$ cat src/hdl/fbfl_pkg.sv
// Package for the fixed-block free-list allocator.
// Holds pool sizing constants, request and flag codes, and the
// controller-to-datapath command and status types. No dependencies.
package fbfl_pkg;

    // Pool sizing: the block index, the link (index plus a null code) and one RAM entry.
    localparam int BLK_MAX = 256;
    localparam int IDX_W   = $clog2(BLK_MAX);
    localparam int LINK_W  = IDX_W + 1;
    localparam int FLAG_W  = 2;
    localparam int ENT_W   = FLAG_W + LINK_W;

    // The null link and the largest pool share one value.
    localparam logic [LINK_W-1:0] POOL_MAX  = LINK_W'(BLK_MAX);
    localparam logic [LINK_W-1:0] LINK_NULL = LINK_W'(BLK_MAX);

    // Block flag codes as stored in the RAM.
    localparam logic [FLAG_W-1:0] FLAG_INVALID  = 2'd0;
    localparam logic [FLAG_W-1:0] FLAG_INACTIVE = 2'd1;
    localparam logic [FLAG_W-1:0] FLAG_ACTIVE   = 2'd2;

    // Request codes.
    typedef enum logic [1:0] {
        REQ_ALLOC = 2'd0,
        REQ_FREE  = 2'd1,
        REQ_CLEAR = 2'd2,
        REQ_INIT  = 2'd3
    } req_t;

    // Commands from the controller to the datapath.
    typedef struct packed {
        logic load;   // capture the request and issue the first RAM read
        logic exec;   // carry out one update step of the captured request
    } dp_cmd_t;

    // Status from the datapath to the controller.
    typedef struct packed {
        logic last;   // the current update step completes the request
    } dp_status_t;

endpackage

$ cat src/hdl/fbfl_ram.sv
// Generic single-clock RAM with one write port and one registered read port.
// No package dependencies.
module fbfl_ram #(
    parameter int WIDTH = 11,
    parameter int DEPTH = 256,
    localparam int AW = $clog2(DEPTH)
) (
    input  logic             clk,
    input  logic             we,
    input  logic [AW-1:0]    waddr,
    input  logic [WIDTH-1:0] wdata,
    input  logic             re,
    input  logic [AW-1:0]    raddr,
    output logic [WIDTH-1:0] rdata
);

    logic [WIDTH-1:0] mem_reg [DEPTH];
    logic [WIDTH-1:0] rdata_reg;

    // Write and registered read; a read of the address being written returns old data.
    always_ff @(posedge clk)
    begin
        if (we)
        begin
            mem_reg[waddr] <= wdata;
        end
        if (re)
        begin
            rdata_reg <= mem_reg[raddr];
        end
    end

    assign rdata = rdata_reg;

endmodule

$ cat src/hdl/fbfl_ctrl.sv
// Controller state machine for the fixed-block free-list allocator.
// Depends on fbfl_pkg for the command and status types.
module fbfl_ctrl (
    input  logic                 clk,
    input  logic                 rst_n,
    input  logic                 start,
    output logic                 busy,
    output logic                 done,
    output fbfl_pkg::dp_cmd_t    cmd,
    input  fbfl_pkg::dp_status_t status
);

    import fbfl_pkg::*;

    typedef enum logic {
        ST_IDLE,
        ST_RUN
    } state_t;

    state_t state_reg;
    logic   done_reg;

    // A request is taken only in idle; every run cycle is one update step.
    always_comb
    begin
        cmd.load = (state_reg == ST_IDLE) && start;
        cmd.exec = (state_reg == ST_RUN);
    end

    assign busy = (state_reg != ST_IDLE);
    assign done = done_reg;

    // State and the result strobe.
    always_ff @(posedge clk or negedge rst_n)
    begin
        if (!rst_n)
        begin
            state_reg <= ST_IDLE;
            done_reg  <= 1'b0;
        end
        else
        begin
            done_reg <= 1'b0;
            case (state_reg)
                ST_IDLE:
                begin
                    if (start)
                    begin
                        state_reg <= ST_RUN;
                    end
                end
                ST_RUN:
                begin
                    if (status.last)
                    begin
                        state_reg <= ST_IDLE;
                        done_reg  <= 1'b1;
                    end
                end
                default:
                begin
                    state_reg <= ST_IDLE;
                end
            endcase
        end
    end

endmodule

$ cat src/hdl/fbfl_dpath.sv
// Datapath of the fixed-block free-list allocator: link/flag RAM with
// per-entry written bits, head, used count, walk counter and result registers.
// Depends on fbfl_pkg and fbfl_ram.
module fbfl_dpath (
    input  logic                               clk,
    input  logic                               rst_n,
    input  fbfl_pkg::dp_cmd_t                  cmd,
    output fbfl_pkg::dp_status_t               status,
    input  logic                               cfg_wr_en,
    input  logic [fbfl_pkg::LINK_W-1:0]        num_blocks,
    input  logic [1:0]                         req_type,
    input  logic [fbfl_pkg::IDX_W-1:0]         free_index,
    output logic [fbfl_pkg::IDX_W-1:0]         block_index,
    output logic                               ok,
    output logic [fbfl_pkg::LINK_W-1:0]        used_blocks
);

    import fbfl_pkg::*;

    // Control state.
    logic [LINK_W-1:0] head_reg, head_next;
    logic [LINK_W-1:0] count_reg, count_next;
    logic [LINK_W-1:0] size_reg;
    logic [BLK_MAX-1:0] vld_reg;
    logic              rd_vld_reg;

    // Request and walk payload.
    req_t              req_reg;
    logic [IDX_W-1:0]  idx_reg;
    logic [LINK_W-1:0] walk_reg, walk_next;
    logic [IDX_W-1:0]  rd_addr_reg;

    // Result payload.
    logic [IDX_W-1:0]  blk_reg, blk_next;
    logic              ok_reg, ok_next;
    logic [LINK_W-1:0] used_reg;

    // RAM ports.
    logic              ram_we;
    logic [IDX_W-1:0]  ram_waddr;
    logic [ENT_W-1:0]  ram_wdata;
    logic              ram_re;
    logic [IDX_W-1:0]  ram_raddr;
    logic [ENT_W-1:0]  ram_rdata;

    // Decoded entry and helpers.
    logic [FLAG_W-1:0] ent_flag;
    logic [LINK_W-1:0] ent_link;
    logic [LINK_W-1:0] pool_n;
    logic [LINK_W-1:0] walk_inc;
    logic              walk_stop;
    logic              last;

    fbfl_ram #(
        .WIDTH (ENT_W),
        .DEPTH (BLK_MAX)
    ) u_ram (
        .clk   (clk),
        .we    (ram_we),
        .waddr (ram_waddr),
        .wdata (ram_wdata),
        .re    (ram_re),
        .raddr (ram_raddr),
        .rdata (ram_rdata)
    );

    // Effective pool size: zero counts as one, anything above the maximum is clamped.
    always_comb
    begin
        if (size_reg == '0)
        begin
            pool_n = LINK_W'(1);
        end
        else if (size_reg > POOL_MAX)
        begin
            pool_n = POOL_MAX;
        end
        else
        begin
            pool_n = size_reg;
        end
    end

    // An entry never written reads as its reset value: invalid, linked to the next index.
    always_comb
    begin
        if (rd_vld_reg)
        begin
            ent_flag = ram_rdata[ENT_W-1:LINK_W];
            ent_link = ram_rdata[LINK_W-1:0];
        end
        else
        begin
            ent_flag = FLAG_INVALID;
            ent_link = LINK_W'(rd_addr_reg) + LINK_W'(1);
        end
    end

    assign walk_inc  = walk_reg + LINK_W'(1);
    assign walk_stop = (walk_reg == pool_n)
                    || ((req_reg == REQ_CLEAR) && (ent_flag == FLAG_INVALID));

    // Read address: taken from the request at load, then the next block while walking.
    always_comb
    begin
        ram_re    = 1'b0;
        ram_raddr = walk_inc[IDX_W-1:0];
        if (cmd.load)
        begin
            ram_re = 1'b1;
            case (req_t'(req_type))
                REQ_ALLOC: ram_raddr = head_reg[IDX_W-1:0];
                REQ_FREE:  ram_raddr = free_index;
                default:   ram_raddr = '0;
            endcase
        end
        else if (cmd.exec && (req_reg == REQ_CLEAR || req_reg == REQ_INIT))
        begin
            ram_re = 1'b1;
        end
    end

    // One update step of the captured request.
    always_comb
    begin
        head_next  = head_reg;
        count_next = count_reg;
        walk_next  = walk_reg;
        ram_we     = 1'b0;
        ram_waddr  = idx_reg;
        ram_wdata  = {FLAG_INVALID, LINK_NULL};
        blk_next   = '0;
        ok_next    = 1'b1;
        last       = 1'b0;
        if (cmd.exec)
        begin
            case (req_reg)
                REQ_ALLOC:
                begin
                    last = 1'b1;
                    if (head_reg >= LINK_NULL)
                    begin
                        ok_next = 1'b0;
                    end
                    else
                    begin
                        blk_next  = head_reg[IDX_W-1:0];
                        head_next = ent_link;
                        ram_we    = 1'b1;
                        ram_waddr = head_reg[IDX_W-1:0];
                        ram_wdata = {FLAG_ACTIVE, ent_link};
                        if (count_reg < POOL_MAX)
                        begin
                            count_next = count_reg + LINK_W'(1);
                        end
                    end
                end
                REQ_FREE:
                begin
                    last = 1'b1;
                    if ((LINK_W'(idx_reg) >= pool_n) || (ent_flag != FLAG_ACTIVE))
                    begin
                        ok_next = 1'b0;
                    end
                    else
                    begin
                        head_next = LINK_W'(idx_reg);
                        ram_we    = 1'b1;
                        ram_waddr = idx_reg;
                        ram_wdata = {FLAG_INACTIVE, head_reg};
                        if (count_reg != '0)
                        begin
                            count_next = count_reg - LINK_W'(1);
                        end
                    end
                end
                default:
                begin
                    // Clear and init: relink one block per cycle until the stop condition.
                    if (walk_stop)
                    begin
                        last       = 1'b1;
                        head_next  = '0;
                        count_next = '0;
                    end
                    else
                    begin
                        ram_we    = 1'b1;
                        ram_waddr = walk_reg[IDX_W-1:0];
                        ram_wdata = {FLAG_INVALID,
                                     (walk_inc < pool_n) ? walk_inc : LINK_NULL};
                        walk_next = walk_inc;
                    end
                end
            endcase
        end
    end

    assign status.last = last;

    // Control registers.
    always_ff @(posedge clk or negedge rst_n)
    begin
        if (!rst_n)
        begin
            head_reg   <= '0;
            count_reg  <= '0;
            size_reg   <= POOL_MAX;
            vld_reg    <= '0;
            rd_vld_reg <= 1'b0;
        end
        else
        begin
            head_reg  <= head_next;
            count_reg <= count_next;
            if (cfg_wr_en)
            begin
                size_reg <= num_blocks;
            end
            if (ram_we)
            begin
                vld_reg[ram_waddr] <= 1'b1;
            end
            if (ram_re)
            begin
                rd_vld_reg <= vld_reg[ram_raddr];
            end
        end
    end

    // Request, walk and result payload.
    always_ff @(posedge clk)
    begin
        if (cmd.load)
        begin
            req_reg  <= req_t'(req_type);
            idx_reg  <= free_index;
            walk_reg <= '0;
        end
        else
        begin
            walk_reg <= walk_next;
        end
        if (ram_re)
        begin
            rd_addr_reg <= ram_raddr;
        end
        if (last)
        begin
            blk_reg  <= blk_next;
            ok_reg   <= ok_next;
            used_reg <= count_next;
        end
    end

    assign block_index = blk_reg;
    assign ok          = ok_reg;
    assign used_blocks = used_reg;

endmodule

$ cat src/hdl/fixed_block_free_list_allocator_core.sv
// Top level of the fixed-block free-list allocator.
// Depends on fbfl_pkg, fbfl_ctrl and fbfl_dpath.
//
// Channel   Ports                                   Transfer
// request   start, busy, req_type, free_index       rising edge with start high, busy low
// result    done, block_index, ok, used_blocks      rising edge ending the cycle done is high
// config    cfg_wr_en, num_blocks                   rising edge with cfg_wr_en high
//
// Allocate and free issue one RAM read of the link/flag entry, then one update step
// that writes the entry back. Clear and init read entry 0, then relink up to 256
// blocks, one block per cycle through the single RAM write port. done is high the
// cycle after the last step, and a new request may be taken in that same cycle. The
// result is shown for exactly one cycle and cannot be held off. Reset needs no
// clearing pass: per-entry written bits stand in for it.
module fixed_block_free_list_allocator_core (
    input  logic       clk,
    input  logic       rst_n,
    input  logic       start,
    output logic       busy,
    input  logic [1:0] req_type,
    input  logic [7:0] free_index,
    output logic       done,
    output logic [7:0] block_index,
    output logic       ok,
    output logic [8:0] used_blocks,
    input  logic       cfg_wr_en,
    input  logic [8:0] num_blocks
);

    import fbfl_pkg::*;

    dp_cmd_t    cmd;
    dp_status_t status;

    // Sequencing of requests.
    fbfl_ctrl u_ctrl (
        .clk    (clk),
        .rst_n  (rst_n),
        .start  (start),
        .busy   (busy),
        .done   (done),
        .cmd    (cmd),
        .status (status)
    );

    // Free list storage and update logic.
    fbfl_dpath u_dpath (
        .clk         (clk),
        .rst_n       (rst_n),
        .cmd         (cmd),
        .status      (status),
        .cfg_wr_en   (cfg_wr_en),
        .num_blocks  (num_blocks),
        .req_type    (req_type),
        .free_index  (free_index),
        .block_index (block_index),
        .ok          (ok),
        .used_blocks (used_blocks)
    );

endmodule
$ cat config.mk
export PLATFORM = sky130hd
export DESIGN_NAME = fixed_block_free_list_allocator_core
export DESIGN_NICKNAME = d
export VERILOG_FILES = /design/src/hdl/fbfl_pkg.sv /design/src/hdl/fbfl_ram.sv /design/src/hdl/fbfl_ctrl.sv /design/src/hdl/fbfl_dpath.sv /design/src/hdl/fixed_block_free_list_allocator_core.sv
export SDC_FILE = /design/constraint.sdc
export NUM_CORES = 2
export LEC_CHECK = 0
export ABC_AREA = 1
export BUFFER_PORTS_ARGS = -buffer_cell sky130_fd_sc_hd__clkbuf_2
export CORE_MARGIN = 5
export CORE_UTILIZATION = 29
export DETAILED_ROUTE_END_ITERATION = 12
export PLACE_DENSITY_LB_ADDON = 0.08
export SLEW_MARGIN = 5
export SYNTH_ARGS = -nofsm -noshare
export SYNTH_HDL_FRONTEND = slang
export SYNTH_HIERARCHICAL = 1
export SYNTH_SLANG_ARGS = --single-unit
$ cat constraint.sdc
create_clock -name clk -period 16.74 [get_ports clk]
set_input_delay 0.837 -clock clk [delete_from_list [all_inputs] [get_ports clk]]
set_output_delay 0.837 -clock clk [all_outputs]
set_load 0.02 [all_outputs]
# Yosys cells after proc, flatten, opt, wreduce, memory -nomap -nowiden
# Memories as Yosys holds them, arrays and structs flattened. A register that Yosys moved wholly into a read port is not among the register bits.
# Index checks and enable logic that the tools add are counted.
# W data, S select, Z words.
# word_totals
n_memories	1
register_bits	331
word_cells	106
mem_bits_rw	2816
# memory_table
name	words	word_bits	rd	rd_clocked_by_memory_dff	write_ports	line	rtl
u_dpath.u_ram.mem_reg	256	11	1	1	1	fbfl_ram.sv:17	logic [WIDTH-1:0] mem_reg [DEPTH];
# classes
n_bitwise	5
order_cmp	8
reduce_logical	17
mux	49
n_eq_ne	8
add_sub_neg	4
# ops
cell	count
$or A256 B256 Y256	1
$mux W9	14
$pmux W9 S2	2
$mux W8	4
$pmux W8 S2	2
$mux W11	2
$pmux W11 S2	1
$add A9 B1 Y9 const B	2
$lt A8 B9 Y1 const B	2
$mux W1	17
$mux W10	1
$add A8 B1 Y9 const B	1
$eq A9 B9 Y1	1
$ge A8 B9 Y1	1
$ge A9 B9 Y1 const B	1
$gt A9 B9 Y1 const B	1
$logic_not A9 Y1	1
$lt A9 B9 Y1	1
$lt A9 B9 Y1 const B	1
$reduce_bool A9 Y1	1
$sub A9 B1 Y9 const B	1
$bmux W1 S8	1
$demux W1 S8	1
$ge A8 B1 Y1 const B	1
other kinds (14)	30

# Longest topological paths before layout
# logic_depth
word_depth	13
ltp_mapped	25

# Hierarchy
# The synthesis kept the hierarchy.
# modules_own_cells
mod	cells_per_inst	seq_area_each_um2	n_inst	area_each_um2
fbfl_ram	9483	84891.4	1	114950.2
fbfl_dpath	2205	8369.3	1	17488.0
fbfl_ctrl	11	50.0	1	92.6

# Least setup slack after synthesis
# Ideal clock, no wire load.
# synth_timing
path_type	register to register
startpoint	register u_dpath.size_reg[6]
endpoint	memory u_dpath.u_ram.mem_reg[0][8] (data pin)
path_stages_with_launch	18
n_path_buf	1
t_arrival_ns	12.423
setup_ns	2.187
period_less_slack_ns	14.611
setup_slack_ns	2.129
cell_sequence	dfrtp_1 -> nor2_1 -> nand2_1 -> o21ai_4 -> buf_6 -> nand2_1 -> ha_1 -> nand4_1 -> or3_1 -> o211ai_1 -> inv_1 -> nand2_1 -> inv_1 -> o21ai_0 -> inv_1 -> nand3_1 -> a21oi_1 -> o21ai_0
# synth_between
elab_chain_len	8
# synth_rtl
item	line	rtl
from (decl)	fbfl_dpath.sv:23	logic [LINK_W-1:0] size_reg;
from (signal assigned)	fbfl_dpath.sv:218	size_reg <= num_blocks;
$gt A9 B9 Y1	fbfl_dpath.sv:74	else if (size_reg > POOL_MAX)
$mux W9	fbfl_dpath.sv:74	
$mux W9 (*)	fbfl_dpath.sv:70	if (size_reg == '0)
$lt A9 B9 Y1, or another cell as far along	fbfl_dpath.sv:191	(walk_inc < pool_n) ? walk_inc : LINK_NULL};
$mux W9, or another cell as far along	fbfl_dpath.sv:191	
$mux W9 or $mux W10 (tied branches)	fbfl_dpath.sv:180, fbfl_dpath.sv:161	
$pmux W11 S2 (*)	fbfl_dpath.sv:137	case (req_reg)
$mux W11 (*)	fbfl_dpath.sv:135	if (cmd.exec)
net u_dpath.ram_wdata[8]	fbfl_dpath.sv:41	logic [ENT_W-1:0] ram_wdata;
to (decl)	fbfl_ram.sv:17	
# Mark *: on every way through the listed nets, which the timed path passes. The rest lies on a longest branch.

==> results.md <==
* Status: finished, violations left
* Failing checks: slew limit
* Hold Crit Class: in -> reg
* Initial DRC Count at 7477
* Hpwl dp at around 250000 um
* Crit-path slowest cell: buf_4
* Drt first pass iters at 8
* Vias per inst at 4.94
* Met2 usage at 0.313
* Global routing's busiest layer: met2
* #FFs+latches synth at 3158
* Post-synth net total at 11700
* Startpoint Class: flop
* GRT Resource Usage Total at 0.189
* Die X at 686 um
* Max Freq at 0.133 GHz
* Port-buffer cells at 42
* H-tree depth at 5
* Clock power share at 0.258
* Post-Syn Area at 0.133 mm^2
* Post-route cell area at 0.150 mm^2
* Max Buffers Root-to-Sink at 4
* Via count at 88600
* P_leak at ~54 nW
* P&R area growth vs syn at 13.0%
* Critical-path cell list: inv_1 > nand2_2 > inv_1 > inv_1 > o21ai_4 > buf_4 > inv_8 > clkinv_8 > buf_4 > buf_4 > buf_4 > nand3_1 > nand3_1 > nand3_1 > nand3_1 > nand3_1 > nand2_1 > nand2_1 > nand2_1
* Cell count after placement at 17200
* Hold_buf cts at 1
* Crit path kind: reg -> reg
* Clock Skews at approximately 0.047 ns
* PostCTS Resize Cnt at 0
* Pre-CTS setup slack at 8.78 ns
* Layout Cells excl Fill at 17900
* Number of global-route vias before repair at 87000
* Sw power at approximately 13 mW
* CP most frequent cell: nand3_1
* Largest net degree at the start of global routing at 206
* Sw Ratio at 0.438
* Routability cong. at 0.802
* Storage element area at between 0.09 and 0.1 mm^2
* TritonCTS Buffers at 369
* Full die area at about 0.47 mm^2
* Setup Viol. Count Final at 0
* Synth Area per Inst at 11.3 um^2
* Crit path DAT at 8.33 ns
* Final Hold Violating Endpoints at 0
* Clock Sinks at approximately 3200
* Register area share after synthesis at 0.704
* FILL cells at 45500
* CTS tree: yes
* DRT Wirelength at 458000 um
* Layout cell share with drive strength beyond 1 at 0.0824
* Core area at ~0.46 mm^2
* Pwr Density at 203 mW/mm^2
* Clk slew on worst S/H paths at 0.06 ns
* MaxCap Viol Count at 0
* Post-CTS Setup Inserts at 0
* Area of the multi-input gates at 0.0334 mm^2
* IO Count at 43
* First-pass GRT wire length at ~660000 um
* Pins Over Slew Limit at about 100
* RSZ-0062 raised after global routing: false
* Actual slew at the worst max-slew pin at 1.76 ns
* Critical Path Fanout Max at roughly 100
* Yosys cell types at 51
* Row count at 248
* CTS root buf: clkbuf_16
* Clock Latency Late Sink at 0.95 ns
* Final nets at roughly 12000
* Gr ovfl total at 0
* Combinational share of power at 0.416
* Fin crit share at 0.450
* Area after DPL at 0.138 mm^2
* Relative slew slack at -0.175
* Synth Warn # at 6
* Seq pwr share at 0.326
* Routed WL per cell at 25.5 um
* Met1 Use GR at 0.262
* Final ANT Viol Nets at 0
* Total Neg Setup Slack at 0 ns
* Die Ht at 686 um
* CP required at between 15 and 20 ns
* Max IR drop VDD at 0.207 mV
* Critical Path Sink Type: flop
* DR DRC count at 0
* PnR Total Power at 30.4 mW
* Final WS setup at 9.21 ns
* Initial antenna violation count at 22
* Max reg flops at 2816
* Internal Power at 17.1 mW
* Final worst path period need at roughly 7.5 ns
* CP peak stage delay at between 0.8 and 0.9 ns
* Starting density of the core at 0.291
* GRT met3 Usage at 0.0257
* Gate Count Post-Synth at 11700
## stage by stage
| stage | utilization | hold slack [ns] |
|---|---|---|
| 2_1_floorplan | - | 0.421 |
| 3_3_place_gp | 0.303 | 0.433 |
| 3_5_place_dp | 0.303 | 0.437 |
| 4_1_cts | 0.329 | 0.00843 |
| 5_1_grt | 0.329 | 0.0537 |
| 6_report | 0.329 | 0.111 |
## layout make-up
class	instances	share of cell area
Clock inverter	201	0.0113
Multi-Input combinational cell	7401	0.223
Inverter	376	0.00991
Sequential cell	3158	0.623
Tap cell	6000	0.0501
Clock buffer	472	0.0661
Timing Repair Buffer	316	0.0165
Antenna cell	9	0.000150
## per-layer routing
layer / vias to the layer above / share of wire
met4: 2 / 0.024
met2: 2225 / 0.48
met5: - / 0.000028
met1: 45000 / 0.45
met3: 519 / 0.048
li1: 40800 / -
## worst paths after layout
path,start,depth (start not counted),endpoint,slack (ns)
max reg2reg,u_ctrl/busy$_DFF_PN0_,19,u_dpath/u_ram/rdata[8]$_DFFE_PP_,9.21
min,num_blocks[8],3,u_dpath/size_reg[8]$_DFFE_PN1P_,0.11
min in group asynchronous,rst_n,2,u_dpath/count_reg[0]$_DFF_PN0_,0.50
max in group asynchronous,rst_n,4,u_dpath/vld_reg[161]$_DFFE_PN0P_,13.79
min reg2reg,u_dpath/vld_reg[152]$_DFFE_PN0P_,2,u_dpath/vld_reg[152]$_DFFE_PN0P_,0.45
max,u_ctrl/busy$_DFF_PN0_,19,u_dpath/u_ram/rdata[8]$_DFFE_PP_,9.21
## cells by family after synthesis
| logic type | synth area share |
|---|---|
| adders and majority gates | 0.00198 |
| buffers and inverters | 0.0458 |
| muxes | 0.000680 |
| DFF | 0.704 |
| xor gates and xnor gates | 0.000397 |
| AOI/OAI and AO/OA | 0.0136 |
| and+or+nand+nor | 0.234 |
## Yosys cell counts, drive strengths merged
library cell | count | area, um^2
xor2 | 5 | 43.8
a21oi | 38 | 201
dfrtp | 285 | 7130
mux2 | 8 | 90.1
o2111ai | 1 | 8.76
o21bai | 26 | 195
nand3 | 3072 | 15400
o21a | 1 | 7.51
and2 | 1 | 6.26
dfxtp | 9 | 180
inv | 368 | 1380
nand4 | 16 | 100
o31ai | 4 | 30.0
o21ai | 86 | 442
a221oi | 1 | 8.76
a2111oi | 2 | 17.5
a22oi | 5 | 37.5
nor2 | 396 | 1710
xnor2 | 1 | 8.76
o221ai | 2 | 17.5
nand2 | 3594 | 13700
dfstp | 1 | 26.3
edfxtp | 2863 | 86000
clkbuf | 171 | 642
a31oi | 8 | 50.1
o211ai | 99 | 743
nand3b | 1 | 7.51
o22ai | 5 | 31.3
a21boi | 1 | 7.51
nor3 | 6 | 30.0
or3 | 1 | 6.26
ha | 21 | 263
buf | 593 | 4010
clkinv | 8 | 30.0
## power by group through the flow
stage / combinational, mW / sequential, mW / clock [mW]
final: 12.6 / 9.91 / 7.85
after global routing: 13.8 / 9.93 / 8.41
after CTS: 12.9 / 9.91 / 8.09
after detailed placement: 12.9 / 10.1 / 0
after global placement: 12.9 / 10.1 / 0
after floorplan: 7.79 / 10.2 / 0
## critical path, delay by kind of cell, from the launching register on
family,cells,cell delay (ns)
simple gates,9,1.69
buf+inv,9,4.82
flops,1,0.38
compound gates,1,0.25
## layout by cell type (no fill, tap or decap), types with 6 or more instances in the layout
cell type   instances
buf_12             15
nor2_4             38
inv_2              11
dfxtp_1             9
nand3_1          3064
edfxtp_1         2863
inv_1             350
clkbuf_16         376
dfrtp_1           285
o21ai_0            77
clkinv_2           63
clkinv_1           95
nor3_1              6
nand2_2            30
nand4_1            16
clkinv_8            6
clkbuf_8           13
o211ai_1           99
ha_1               21
bufinv_16          26
buf_4             256
clkbuf_1           83
mux2_2              8
o21bai_1           26
a21oi_1            37
clkinvlp_4          9
nor2_2             37
nand2_1          3547
a31oi_1             8
nor2_1            321
inv_6               6
clkbuf_2           41
nand2_4            16
diode_2             9
(Power assumes the default switching activity.)
